===== config.mk =====
export PLATFORM = sky130hd
export DESIGN_NAME = vad_div
export DESIGN_NICKNAME = d
export VERILOG_FILES = /design/src/sv/vad_div.sv
export SDC_FILE = /design/constraint.sdc
export NUM_CORES = 2
export LEC_CHECK = 0
export CORE_UTILIZATION = 35
export CTS_CLUSTER_SIZE = 8
export DETAILED_ROUTE_END_ITERATION = 7
export DONT_BUFFER_PORTS = 1
export GPL_TIMING_DRIVEN = 0
export PLACE_DENSITY = 0.61
export SLEW_MARGIN = 20
export SYNTH_ARGS = -nofsm -noshare
export SYNTH_HDL_FRONTEND = slang
export SYNTH_SLANG_ARGS = --single-unit
export TNS_END_PERCENT = 10

===== constraint.sdc =====
create_clock -name clk -period 7.5 [get_ports clk]
set_clock_uncertainty 0.2 [all_clocks]
set_input_delay 1.125 -clock clk [delete_from_list [all_inputs] [get_ports clk]]
set_output_delay 1.125 -clock clk [all_outputs]
set_load 0.02 [all_outputs]

===== src/sv/vad_div.sv =====
// ============================================================================
// vad_div
// Pipelined restoring divider, one quotient bit per stage. The starting
// remainder must already be below the divisor.
// ============================================================================
module vad_div #(
    parameter int D_W    = 25,
    parameter int Q_W    = 17,
    parameter int SIDE_W = 2
) (
    input  logic              clk,
    input  logic              rst_n,
    input  logic              en,
    input  logic              in_valid,
    input  logic [D_W-1:0]    in_rem,
    input  logic [D_W-1:0]    in_den,
    input  logic [SIDE_W-1:0] in_side,
    output logic              out_valid,
    output logic [Q_W-1:0]    out_quot,
    output logic [SIDE_W-1:0] out_side
);
    logic              val_reg  [0:Q_W-1];
    logic [D_W-1:0]    rem_reg  [0:Q_W-1];
    logic [D_W-1:0]    den_reg  [0:Q_W-1];
    logic [Q_W-1:0]    quot_reg [0:Q_W-1];
    logic [SIDE_W-1:0] side_reg [0:Q_W-1];

    for (genvar k = 0; k < Q_W; k++) begin : g_stage
        logic              val_prev;
        logic [D_W-1:0]    rem_prev;
        logic [D_W-1:0]    den_prev;
        logic [Q_W-1:0]    quot_prev;
        logic [SIDE_W-1:0] side_prev;
        logic [D_W:0]      rem_sh;
        logic [D_W:0]      diff;

        if (k == 0) begin : g_first
            assign val_prev  = in_valid;
            assign rem_prev  = in_rem;
            assign den_prev  = in_den;
            assign quot_prev = '0;
            assign side_prev = in_side;
        end else begin : g_rest
            assign val_prev  = val_reg[k-1];
            assign rem_prev  = rem_reg[k-1];
            assign den_prev  = den_reg[k-1];
            assign quot_prev = quot_reg[k-1];
            assign side_prev = side_reg[k-1];
        end

        assign rem_sh = {rem_prev, 1'b0};
        assign diff   = rem_sh - {1'b0, den_prev};

        always_ff @(posedge clk or negedge rst_n)
        begin
            if (!rst_n)
            begin
                val_reg[k] <= 1'b0;
            end
            else if (en)
            begin
                val_reg[k] <= val_prev;
            end
        end

        always_ff @(posedge clk)
        begin
            if (en)
            begin
                if (rem_sh >= {1'b0, den_prev})
                begin
                    rem_reg[k]  <= diff[D_W-1:0];
                    quot_reg[k] <= {quot_prev[Q_W-2:0], 1'b1};
                end
                else
                begin
                    rem_reg[k]  <= rem_sh[D_W-1:0];
                    quot_reg[k] <= {quot_prev[Q_W-2:0], 1'b0};
                end
                den_reg[k]  <= den_prev;
                side_reg[k] <= side_prev;
            end
        end
    end

    assign out_valid = val_reg[Q_W-1];
    assign out_quot  = quot_reg[Q_W-1];
    assign out_side  = side_reg[Q_W-1];

endmodule


## After elaboration in Yosys (flattened, before gate mapping)

Memory sizes are Yosys's and may differ from the RTL's.
Cells that the tools add are included.
W data, S select, Z words.

| operators by class | value |
|---|---|
| $add $sub $neg | 17 |
| order comparisons | 17 |
| muxes and demuxes | 138 |
| bitwise logic cells | 34 |

Operators with widths:

| kind | number |
|---|---|
| $ge A26 B25 Y1 | 17 |
| $mux W25 | 17 |
| $sub A25 B25 Y25 | 17 |
| $mux W17 | 17 |
| $mux W1 | 104 |
| $or A1 B1 Y1 | 34 |

| storage, ports and cells | value |
|---|---|
| register bits | 17 |
| memory bits (writable) | 1173 |
| logic and storage cells | 227 |
| memories | 4 |

Memory list:

| memory | depth | width | rd ports | clocked after Yosys merged registers in | write ports | line | RTL |
|---|---|---|---|---|---|---|---|
| den_reg | 17 | 25 | 16 | 0 | 17 | 24 | `logic [D_W-1:0] den_reg [0:Q_W-1];` |
| rem_reg | 17 | 25 | 16 | 0 | 17 | 23 | `logic [D_W-1:0] rem_reg [0:Q_W-1];` |
| quot_reg | 17 | 17 | 17 | 0 | 17 | 25 | `logic [Q_W-1:0] quot_reg [0:Q_W-1];` |
| side_reg | 17 | 2 | 17 | 0 | 17 | 26 | `logic [SIDE_W-1:0] side_reg [0:Q_W-1];` |

## Longest topological paths before layout

An unclocked memory read counts as a cell.

| logic depth | value |
|---|---|
| depth in word-level cells | 6 |
| mapped depth | 14 |
| gate-level depth less buffers | 12 |

## Least setup slack after synthesis

No wires, ideal clock.

| path | value |
|---|---|
| kind | input port to flip-flop |
| start point | input in_rem[0] |
| end point | memory rem_reg[0][12] (data pin) |
| data arrival time | 3.368 ns |
| required time | 7.040 ns |
| path slack | 3.673 ns |
| cell stages on the path | 11 |
| buffers on the path | 1 |
| path through | inv_1 -> fa_1 -> nor2b_1 -> o21a_1 -> o21ai_0 -> a211oi_1 -> o2111ai_1 -> a21boi_0 -> o41a_1 -> buf_1 -> mux2_2 |

RTL lines:

| what | line | RTL |
|---|---|---|
| from (decl) | 15 | `input logic [D_W-1:0] in_rem,` |
| to (decl) | 23 |  |

==> metrics <==
type of origin of the critical path=flip-flop; clk sinks=1004; io pins=76; DR vias=36700; met3 Usage GRT=2.55%; Setup crit end kind=flip-flop; Routed WL=132000 um; die height=404 um; number of flops mapped to enable cells by yosys=986; initial antenna violation count=2; RSZ-0062 raised after global routing=no; Final Hold Fails=0; cts repair resizes=0; crit path max fanout=10; largest net degree at the start of global routing=439; top cells by area, synth=edfxtp_1 52%, ha_1 9.4%, mux2_2 4.3%; final setup TNS=0 ns; WS Path Type=flip-flop to flip-flop; #FFs+latches synth=1004; I/O Buffers=0; DR pass1 iterations=6; Via density=5.06; Worst-path clk slew=0.06 ns; Ys Warns=0; Post-DP HPWL=101000 um; core area=161000 um^2; syn avg cell area=11.5 um^2; die width=404 um; Hold/Removal Path Class=flip-flop to flip-flop; layout cell share with drive strength beyond 1=9.49%; global-route wire length before repair=205000 um; Unique masters post-synth=96; Max-cap violations=0; Cell Pwr Density=401 nW/um^2; Final nets=5558; CTS Buf Count=145; CP required=7.75 ns; # DRC=0; peak supply drop=0.264 mV; Worst EP arrival=4.89 ns; DIE AREA=163000 um^2; Routed wire per std cell=18.2 um; Slew Limit Headroom=-10.2%; GR peak layer=met2; postcts setup bufs=0; H-tree depth=4; cell taking the most area after synthesis=edfxtp_1; Root Driver=clkbuf_16; Max Freq=216 MHz; Yosys top cell area share=52.3%; First DRT Iteration DRCs=1527; vias in the first global route=38800; Slew Limit Fails=114; post-synthesis sequential area ratio=53.1%; Site Rows=147; GR Layer Usage met2=32.2%; RD Place Congestion=0.941; Filler cells=15200; status=finished with violations; grt met1 use=14.2%; Mapped Nets=5398; Total GRT Usage=16.1%; worst slew pin tran=1.65 ns; area delta synth->final=12.5%; CTS max path bufs=3; Synth Instances=4902; Period minus WS final=4.63 ns; fin crit share=61.8%; CTS tree=built; final setup fails=0; failing checks=max-slew violations; Post-Synthesis Cell Area=56600 um^2; Antenna Violating Nets Remaining=0; Async SR Flop Fraction=1.69%; cell leakage power=0.0255 uW; grt ovf=0; worst-skew pair later-pin latency=0.81 ns; fin util=39.6%; initial core utilization=35.3%; Primary FF master, synth=edfxtp_1
routing by layer:
metal / routed length [um] / vias up
li1: - / 18200
met1: 44700 / 17300
met2: 72900 / 770
met3: 4070 / 423
met4: 10300 / 0
met5: 0 / -
worst paths after layout:
kind,startpoint,endpoint,slack (ns),cells after the start
max in group asynchronous,rst_n,g_stage[14].val_prev$_DFFE_PN0P_,5.99,1
setup reg to reg,rem_reg[5][17]$_DFFE_PP_,rem_reg[6][17]$_DFFE_PP_,2.87,10
hold / removal,den_reg[0][294]$_DFFE_PP_,den_reg[0][319]$_DFFE_PP_,0.18,0
setup / recovery,rem_reg[5][17]$_DFFE_PP_,rem_reg[6][17]$_DFFE_PP_,2.87,10
hold reg to reg,den_reg[0][294]$_DFFE_PP_,den_reg[0][319]$_DFFE_PP_,0.18,0
min in group asynchronous,rst_n,g_stage[7].val_prev$_DFFE_PN0P_,0.65,1
critical path: stages (launching register included):
cell	delay [ns]
edfxtp_1	0.39
ha_1	0.42
and4_1	0.26
or4b_1	0.26
nor2_1	0.12
and3_1	0.19
a31oi_1	0.46
o211ai_1	0.28
nor3_2	0.91
clkbuf_1	0.59
o21ai_0	0.21
cell families after synthesis:
family	after synthesis	synth area share (%)
AOI/OAI and AO/OA	1201	13.7
xor gates and xnor gates	317	4.91
adders and majority gates	440	9.94
buffers and inverters	661	4.53
DFF	1004	53.1
muxes	247	4.88
and+or+nand+nor	1032	8.90
report_power, final:
part           switching [uW]  internal, uW
Combinational            5940          4780
Clock                    2430          3480
Sequential                719          8160
Total                    9080         16400
synth_stat cells, types with 45 or more instances:
| cell type | count |
|---|---|
| edfxtp_1 | 986 |
| inv_1 | 544 |
| ha_1 | 424 |
| a21oi_1 | 328 |
| nand2_1 | 297 |
| o21ai_0 | 272 |
| nor2_1 | 245 |
| mux2_2 | 216 |
| xnor2_1 | 199 |
| a21o_1 | 195 |
| xor2_1 | 118 |
| clkbuf_1 | 80 |
| nand3_1 | 74 |
| nand4_1 | 69 |
| o21a_1 | 69 |
| nor3_1 | 66 |
| nor2b_1 | 55 |
| o21bai_1 | 45 |
repair_timing:
action	in CTS	in global routing
endpoints found under the hold margin	17	0
setup endpoints to repair	0	0
hold buffers	1	0
layout make-up:
type	count	area, um^2	area share [%]
clock inverters	18	340	0.535
inverters	546	2050	3.22
repair buffers	13	260	0.409
clock buffers	167	3710	5.83
plain buffers	115	539	0.847
well taps	2160	2700	4.25
diodes	1	2.50	0.00393
flip-flops and latches	1004	30100	47.2
multi-input cells	3237	24000	37.7
metrics by stage:
stage | total power, uW | hold WS [ns] | worst slack [ns] | instance area [um^2] | std cells
2_1_floorplan | 17000 | 0.200 | 3.67 | 56600 | 4902
3_3_place_gp | 19400 | 0.201 | 2.00 | 59300 | 7062
3_5_place_dp | 19600 | 0.205 | 2.09 | 59600 | 7074
4_1_cts | 25700 | 0.170 | 2.89 | 63700 | 7260
5_1_grt | 27200 | 0.186 | 2.74 | 63700 | 7260
6_report | 25500 | 0.180 | 2.87 | 63700 | 7261
cell usage in the layout, fill, tap and decap left out, types with 17 or more instances in the layout:
cell / synthesis / final
dfrtp_1: 17 / 17
mux2_2: 216 / 216
and3_1: 32 / 32
o21ai_0: 272 / 272
a21oi_1: 328 / 328
or3_1: 31 / 31
nand2b_1: 38 / 38
nand4_1: 69 / 69
edfxtp_1: 986 / 986
nor3_1: 66 / 66
o31ai_1: 27 / 27
o21bai_1: 45 / 45
inv_1: 544 / 544
clkbuf_16: 0 / 145
nor2_1: 245 / 245
and2_1: 44 / 44
o211ai_1: 24 / 24
nand3_1: 74 / 74
a211oi_1: 32 / 32
a21o_1: 195 / 195
xnor2_1: 199 / 199
nor2b_1: 55 / 55
clkbuf_1: 80 / 84
a31oi_1: 39 / 39
xor2_1: 118 / 118
o21a_1: 69 / 69
ha_1: 424 / 424
clkbuf_2: 0 / 17
nand2_1: 297 / 297
Power figures use the tool's default switching activity.
