<file path="src/sv/vad_sqrt.sv">
// ============================================================================
// vad_sqrt
// Pipelined integer square root, one result bit per stage.
// ============================================================================
module vad_sqrt #(
    parameter int IN_W   = 50,
    parameter int SIDE_W = 19
) (
    input  logic                clk,
    input  logic                rst_n,
    input  logic                en,
    input  logic                in_valid,
    input  logic [IN_W-1:0]     in_value,
    input  logic [SIDE_W-1:0]   in_side,
    output logic                out_valid,
    output logic [IN_W/2-1:0]   out_root,
    output logic [SIDE_W-1:0]   out_side
);
    localparam int R  = IN_W / 2;
    localparam int RW = R + 3;

    logic              val_reg  [0:R-1];
    logic [IN_W-1:0]   w_reg    [0:R-1];
    logic [RW-1:0]     rem_reg  [0:R-1];
    logic [R-1:0]      root_reg [0:R-1];
    logic [SIDE_W-1:0] side_reg [0:R-1];

    for (genvar k = 0; k < R; k++) begin : g_stage
        logic              val_prev;
        logic [IN_W-1:0]   w_prev;
        logic [RW-1:0]     rem_prev;
        logic [R-1:0]      root_prev;
        logic [SIDE_W-1:0] side_prev;
        logic [RW-1:0]     rem_sh;
        logic [RW-1:0]     trial;
        logic [RW-1:0]     rem_next;
        logic [R-1:0]      root_next;

        if (k == 0) begin : g_first
            assign val_prev  = in_valid;
            assign w_prev    = in_value;
            assign rem_prev  = '0;
            assign root_prev = '0;
            assign side_prev = in_side;
        end else begin : g_rest
            assign val_prev  = val_reg[k-1];
            assign w_prev    = w_reg[k-1];
            assign rem_prev  = rem_reg[k-1];
            assign root_prev = root_reg[k-1];
            assign side_prev = side_reg[k-1];
        end

        assign rem_sh = {rem_prev[RW-3:0], w_prev[IN_W-1 -: 2]};
        assign trial  = {1'b0, root_prev, 2'b01};

        always_comb
        begin
            if (rem_sh >= trial)
            begin
                rem_next  = rem_sh - trial;
                root_next = {root_prev[R-2:0], 1'b1};
            end
            else
            begin
                rem_next  = rem_sh;
                root_next = {root_prev[R-2:0], 1'b0};
            end
        end

        always_ff @(posedge clk or negedge rst_n)
        begin
            if (!rst_n)
            begin
                val_reg[k] <= 1'b0;
            end
            else if (en)
            begin
                val_reg[k] <= val_prev;
            end
        end

        always_ff @(posedge clk)
        begin
            if (en)
            begin
                w_reg[k]    <= {w_prev[IN_W-3:0], 2'b00};
                rem_reg[k]  <= rem_next;
                root_reg[k] <= root_next;
                side_reg[k] <= side_prev;
            end
        end
    end

    assign out_valid = val_reg[R-1];
    assign out_root  = root_reg[R-1];
    assign out_side  = side_reg[R-1];

endmodule

</file>
<file path="config.mk">
export PLATFORM = sky130hd
export DESIGN_NAME = vad_sqrt
export DESIGN_NICKNAME = d
export VERILOG_FILES = /design/src/sv/vad_sqrt.sv
export SDC_FILE = /design/constraint.sdc
export NUM_CORES = 2
export LEC_CHECK = 0
export BUFFER_PORTS_ARGS = -buffer_cell sky130_fd_sc_hd__buf_2
export CELL_PAD_IN_SITES_DETAIL_PLACEMENT = 1
export CELL_PAD_IN_SITES_GLOBAL_PLACEMENT = 2
export CORE_MARGIN = 10
export CORE_UTILIZATION = 40
export DETAILED_ROUTE_END_ITERATION = 6
export GPL_ROUTABILITY_DRIVEN = 0
export PLACE_DENSITY = 0.74
export SYNTH_ARGS = -nofsm -noshare
export SYNTH_HDL_FRONTEND = slang
export SYNTH_SLANG_ARGS = --single-unit
export TNS_END_PERCENT = 50
</file>
<file path="constraint.sdc">
create_clock -name clk -period 4.2 [get_ports clk]
set_input_delay 0.21 -clock clk [delete_from_list [all_inputs] [get_ports clk]]
set_output_delay 0.21 -clock clk [all_outputs]
set_load 0.03 [all_outputs]
</file>
# Word level (Yosys, flattened, before mapping)
# Memory sizes are Yosys's and may differ from the RTL's.
# Cells that the tools add are included.
# totals
mem_count,4
inputBits,73
output_inout_bits,45
register_bits,25
word_cells,131
ramBits,3000
# memory_table
memory,depth,word_bits,read_ports,rd_clocked_by_memory_dff,write_ports,line_no,rtl
w_reg,25,48,24,0,25,23,logic [IN_W-1:0] w_reg [0:R-1];
rem_reg,25,28,24,0,25,24,logic [RW-1:0] rem_reg [0:R-1];
root_reg,25,25,25,0,25,25,logic [R-1:0] root_reg [0:R-1];
side_reg,25,19,25,0,25,26,logic [SIDE_W-1:0] side_reg [0:R-1];
# classes
magnitude_cmp,25
muxes,52
n_addsub,25
# op_table
cell,count
2-to-1 mux 28 bit,25
greater-or-equal comparator 28 x 27 -> 1 bit,24
subtractor 28 x 27 -> 28 bit,24
2-to-1 mux 1 bit,27
subtractor 2 x 1 -> 3 bit (second input constant),1
greater-or-equal comparator 2 x 1 -> 1 bit (second input constant),1

# Depth between registers and ports, before layout
# An unclocked memory read counts as a cell.
# logic_depth
word_depth,3
depth_mapped,14
ltp_nobuf,12

# Worst setup path before layout
# No wires, ideal clock.
# synth_path
path_type,reg-to-reg
from,memory rem_reg[2][140] in the netlist's numbering
to,"memory rem_reg[2][177] in the netlist's numbering, data pin"
path_buffers,1
stages_incl_launch_ff,11
setup_time_ps,260
t_arrival_ps,2782
required_ps,3940
setup_slack_ps,1158
path_cell_list,edfxtp_1 > ha_1 > nor2b_1 > o31ai_1 > a31oi_1 > a311oi_1 > a21oi_1 > o21ai_0 > nand4_1 > buf_2 > mux2_2
# synth_rtl
item,line_no
start: declaration,24

==> flow_summary.toml <==
[critical_path]
worstSetupPathType = "flop to flop"
reg2reg_from = "rem_reg[1][196]$_DFFE_PP_"
crit_path_end = "rem_reg[2][24]$_DFFE_PP_"
worstSetupEndpointType = "flop"
worstRegToRegCells = 10
rrSetupSlack_ns = 0.52
worstPathRequired_ns = 4.75
crit_start = "rem_reg[1][196]$_DFFE_PP_"
r2r-end = "rem_reg[2][24]$_DFFE_PP_"
crit_path_max_fanout = 4
arrival_ns = 4.23
cp-start-kind = "flop"

[global_route]
grt_use_met3 = 0.0238
antenna_found_initial = 4
gr-usage-met1 = 0.189
grt_first_pass_wirelength_mm = 267
grt-ovfl-total = 0
busiest_layer = "met2"
use_met2 = 0.240
grt_use_total = 0.142
grt_pass1_vias = 48900
grt_max_degree = 132

[power]
total_leakage_power_nw = 36.8
p_sw_frac = 0.259
switching_power_mw = 13.6
p_seq_frac = 0.498
pwr_density_cell_mw_per_mm2 = 535
clkPwrFrac = 0.357
pwr-share-comb = 0.145
power.internal_mw = 38.9
ir_drop_mv = 0.435

[yosys]
synth-seq-cells = 2014
synth_seq_area_share = 0.711
syn-num-nets = 6253
synth_top_cells_by_area = "edfxtp_1, ha_1, xor2_1"
yosys.area.top_type = "edfxtp_1"
synth_edf_count = 1989
mappedNetlistArea_mm2 = 0.0849
synth-main-ff-cell = "edfxtp_1"
ys_async_sr_fraction = 0.0124
synth_warnings = 0
syn_area_per_cell_um2 = 14.6
ys_types = 93
synth_cells = 5828
yosys.area.top_type_share = 0.703

[clock_tree]
cts_max_level = 4
clk_pin_slew_ns = 0.06
tritoncts = "yes"
clock_latency_ns = 0.84
clock_path_buffers = 3
cts_setup_buffers = 0
cts_buffers = 215
cts_sinks = 2014
cts_root_buffer = "clkbuf_16"

[cells_and_area]
largest_reg_flops = 600
syn_to_final_growth_pct = 15.5
nNetsFinal = 6718
drive_gt1_frac = 0.101
fin_cells = 9299

[floorplan]
row_count = 169
die_x_um = 481
ios = 118
core_area_mm2 = 0.212
die_area_mm2 = 0.231
start_util = 0.401
die_y_um = 481

[job]
maxCapViolations = 0

[placed_design]
dp.cells = 8766
portBuffers = 117
place_ws_ns = 0.571
hpwl_mm = 114

[sta]
setup_viol = 0
finalCriticalPeriod_ns = 3.68
fin_setup_tns_ns = 0
skew_ns = 0.0405
tightest_slew_ns = 1.07
hold_viol = 0
max-slew-margin-rel = 0.286
drv_slew = 0
fin_crit_sh = 0.876
maxClockFrequency_mhz = 272
grt_setup_unrepaired = "false"
layout_setup_ws_ns = 0.523

[routing]
first_pass_iters = 5
drc = 0
vias_per_cell = 4.99
wire_per_inst_um = 17.7
ant_nets = 0
routed_wl_mm = 165
vias = 46400
drt-initial-drc-count = 2560

[hold_path]
hp-start = "in_value[38]"
min_path_type = "primary input to flop"

[run_status]
status = "finished, final reports clean"
[placed cells by master, fill, tap and decap left out, types with 19 or more instances in the layout]
| cell | count |
|---|---|
| a211oi_1 | 19 |
| clkbuf_16 | 216 |
| xor2_1 | 252 |
| buf_12 | 23 |
| bufinv_16 | 20 |
| a21oi_1 | 309 |
| xnor2_1 | 226 |
| o21bai_1 | 32 |
| nand4_1 | 55 |
| buf_2 | 116 |
| buf_4 | 72 |
| o21ai_0 | 273 |
| nand2b_1 | 64 |
| nor2_1 | 317 |
| or4_1 | 32 |
| clkinv_2 | 48 |
| nand3_1 | 88 |
| clkbuf_1 | 43 |
| o31ai_1 | 25 |
| dfrtp_1 | 25 |
| nor4_1 | 83 |
| a31oi_1 | 31 |
| ha_1 | 352 |
| clkinv_1 | 35 |
| o21a_1 | 67 |
| inv_1 | 442 |
| mux2_2 | 64 |
| edfxtp_1 | 1989 |
| nor3_1 | 125 |
| nor2b_1 | 51 |
| nand2_1 | 356 |
| or3_1 | 57 |
| dlygate4sd3_1 | 130 |
| a21o_1 | 131 |
[what timing repair did]
item / in CTS / in global routing
gates resized for setup: 0 / 0
hold endpoints to repair: 179 / 0
hold buffers: 131 / 0
[per-stage QoR]
| step | total power [mW] | util | instance area, um^2 | hold slack (ns) |
|---|---|---|---|---|
| 2_1_floorplan | 31.4 | - | 84900 | -0.0856 |
| 3_3_place_gp | 33.9 | 0.424 | 89600 | 0.217 |
| 3_5_place_dp | 34.1 | 0.424 | 89600 | 0.242 |
| 4_1_cts | 53.3 | 0.463 | 98100 | 0.0155 |
| 5_1_grt | 55.3 | 0.463 | 98100 | 0.0545 |
| 6_report | 52.5 | 0.463 | 98100 | 0.103 |
[final cells by class]
class	instances	area, um^2
fillers	20900	114000
flip-flops and latches	2014	60400
multi-input cells	3275	22500
clock buffers	259	5570
well taps	2821	3530
repair buffers	341	2880
inverters	446	1670
clock inverters	140	1530
diodes	3	7.51
[power groups by stage]
stage | Clock, mW | Sequential [mW] | Combinational, mW
6_report | 18.7 | 26.1 | 7.61
5_1_grt | 20.3 | 26.4 | 8.62
3_5_place_dp | 0 | 26.6 | 7.54
4_1_cts | 19.4 | 26.2 | 7.68
3_3_place_gp | 0 | 26.5 | 7.34
2_1_floorplan | 0 | 26.0 | 5.42
[per-layer routing]
metal  up-vias  part of all wire
met4         0             0.021
met5         -                 0
met1     23000              0.46
li1      22700                 -
met2       525              0.49
met3       238             0.033
[how the worst min path moves through the flow]
stage                                        to  slack [ns]  cells after the start
4_1_cts                  w_reg[0][15]$_DFFE_PP_        0.02                      2
6_report                 w_reg[0][38]$_DFFE_PP_        0.10                      2
3_5_place_dp              out_valid$_DFFE_PN0P_        0.24                      1
2_1_floorplan  g_stage[10].val_prev$_DFFE_PN0P_       -0.09                      0
3_3_place_gp              out_valid$_DFFE_PN0P_        0.22                      1
5_1_grt                  w_reg[0][38]$_DFFE_PP_        0.05                      2
[Yosys cell counts (7+ instances only)]
master,count
edfxtp_1,1989
inv_1,442
nand2_1,356
ha_1,352
nor2_1,317
a21oi_1,309
o21ai_0,273
xor2_1,252
xnor2_1,226
a21o_1,131
nor3_1,126
nand3_1,88
nor4_1,83
clkbuf_1,68
o21a_1,67
mux2_2,64
nand2b_1,64
or3_1,57
nand4_1,55
nor2b_1,51
o21bai_1,32
or4_1,32
a31oi_1,31
dfrtp_1,25
o31ai_1,25
a211oi_1,20
or2_2,18
and3_1,17
o211ai_1,14
a21boi_0,13
nand3b_1,13
a211o_1,12
and2_1,12
buf_2,11
nor3b_1,11
o41ai_1,9
buf_1,8
o31a_1,8
a2111oi_0,7
and4_1,7
mux2i_1,7
nor4b_1,7
[cells by family after synthesis]
group / after synthesis / synth area share
flip-flops: 2014 / 0.711
buffers and inverters: 539 / 0.0243
AO/OA/AOI/OAI: 1030 / 0.0754
adder cells (fa/ha/maj): 352 / 0.0519
multiplexers: 71 / 0.00931
other: 1 / 0.0000442
XOR/XNOR: 478 / 0.0493
AND/OR/NAND/NOR: 1343 / 0.0789
[critical path: stages (launching register included)]
cell and delay, ns:
edfxtp_1 0.40, ha_1 0.36, nor2b_1 0.17, o31a_1 0.27, o41ai_1 0.51, a21oi_1 0.21, o41ai_1 0.46, o21ai_0 0.17
or4_1 0.46, nor4_1 0.25, xor2_1 0.13
No activity file was read; power rests on OpenSTA's default activity.
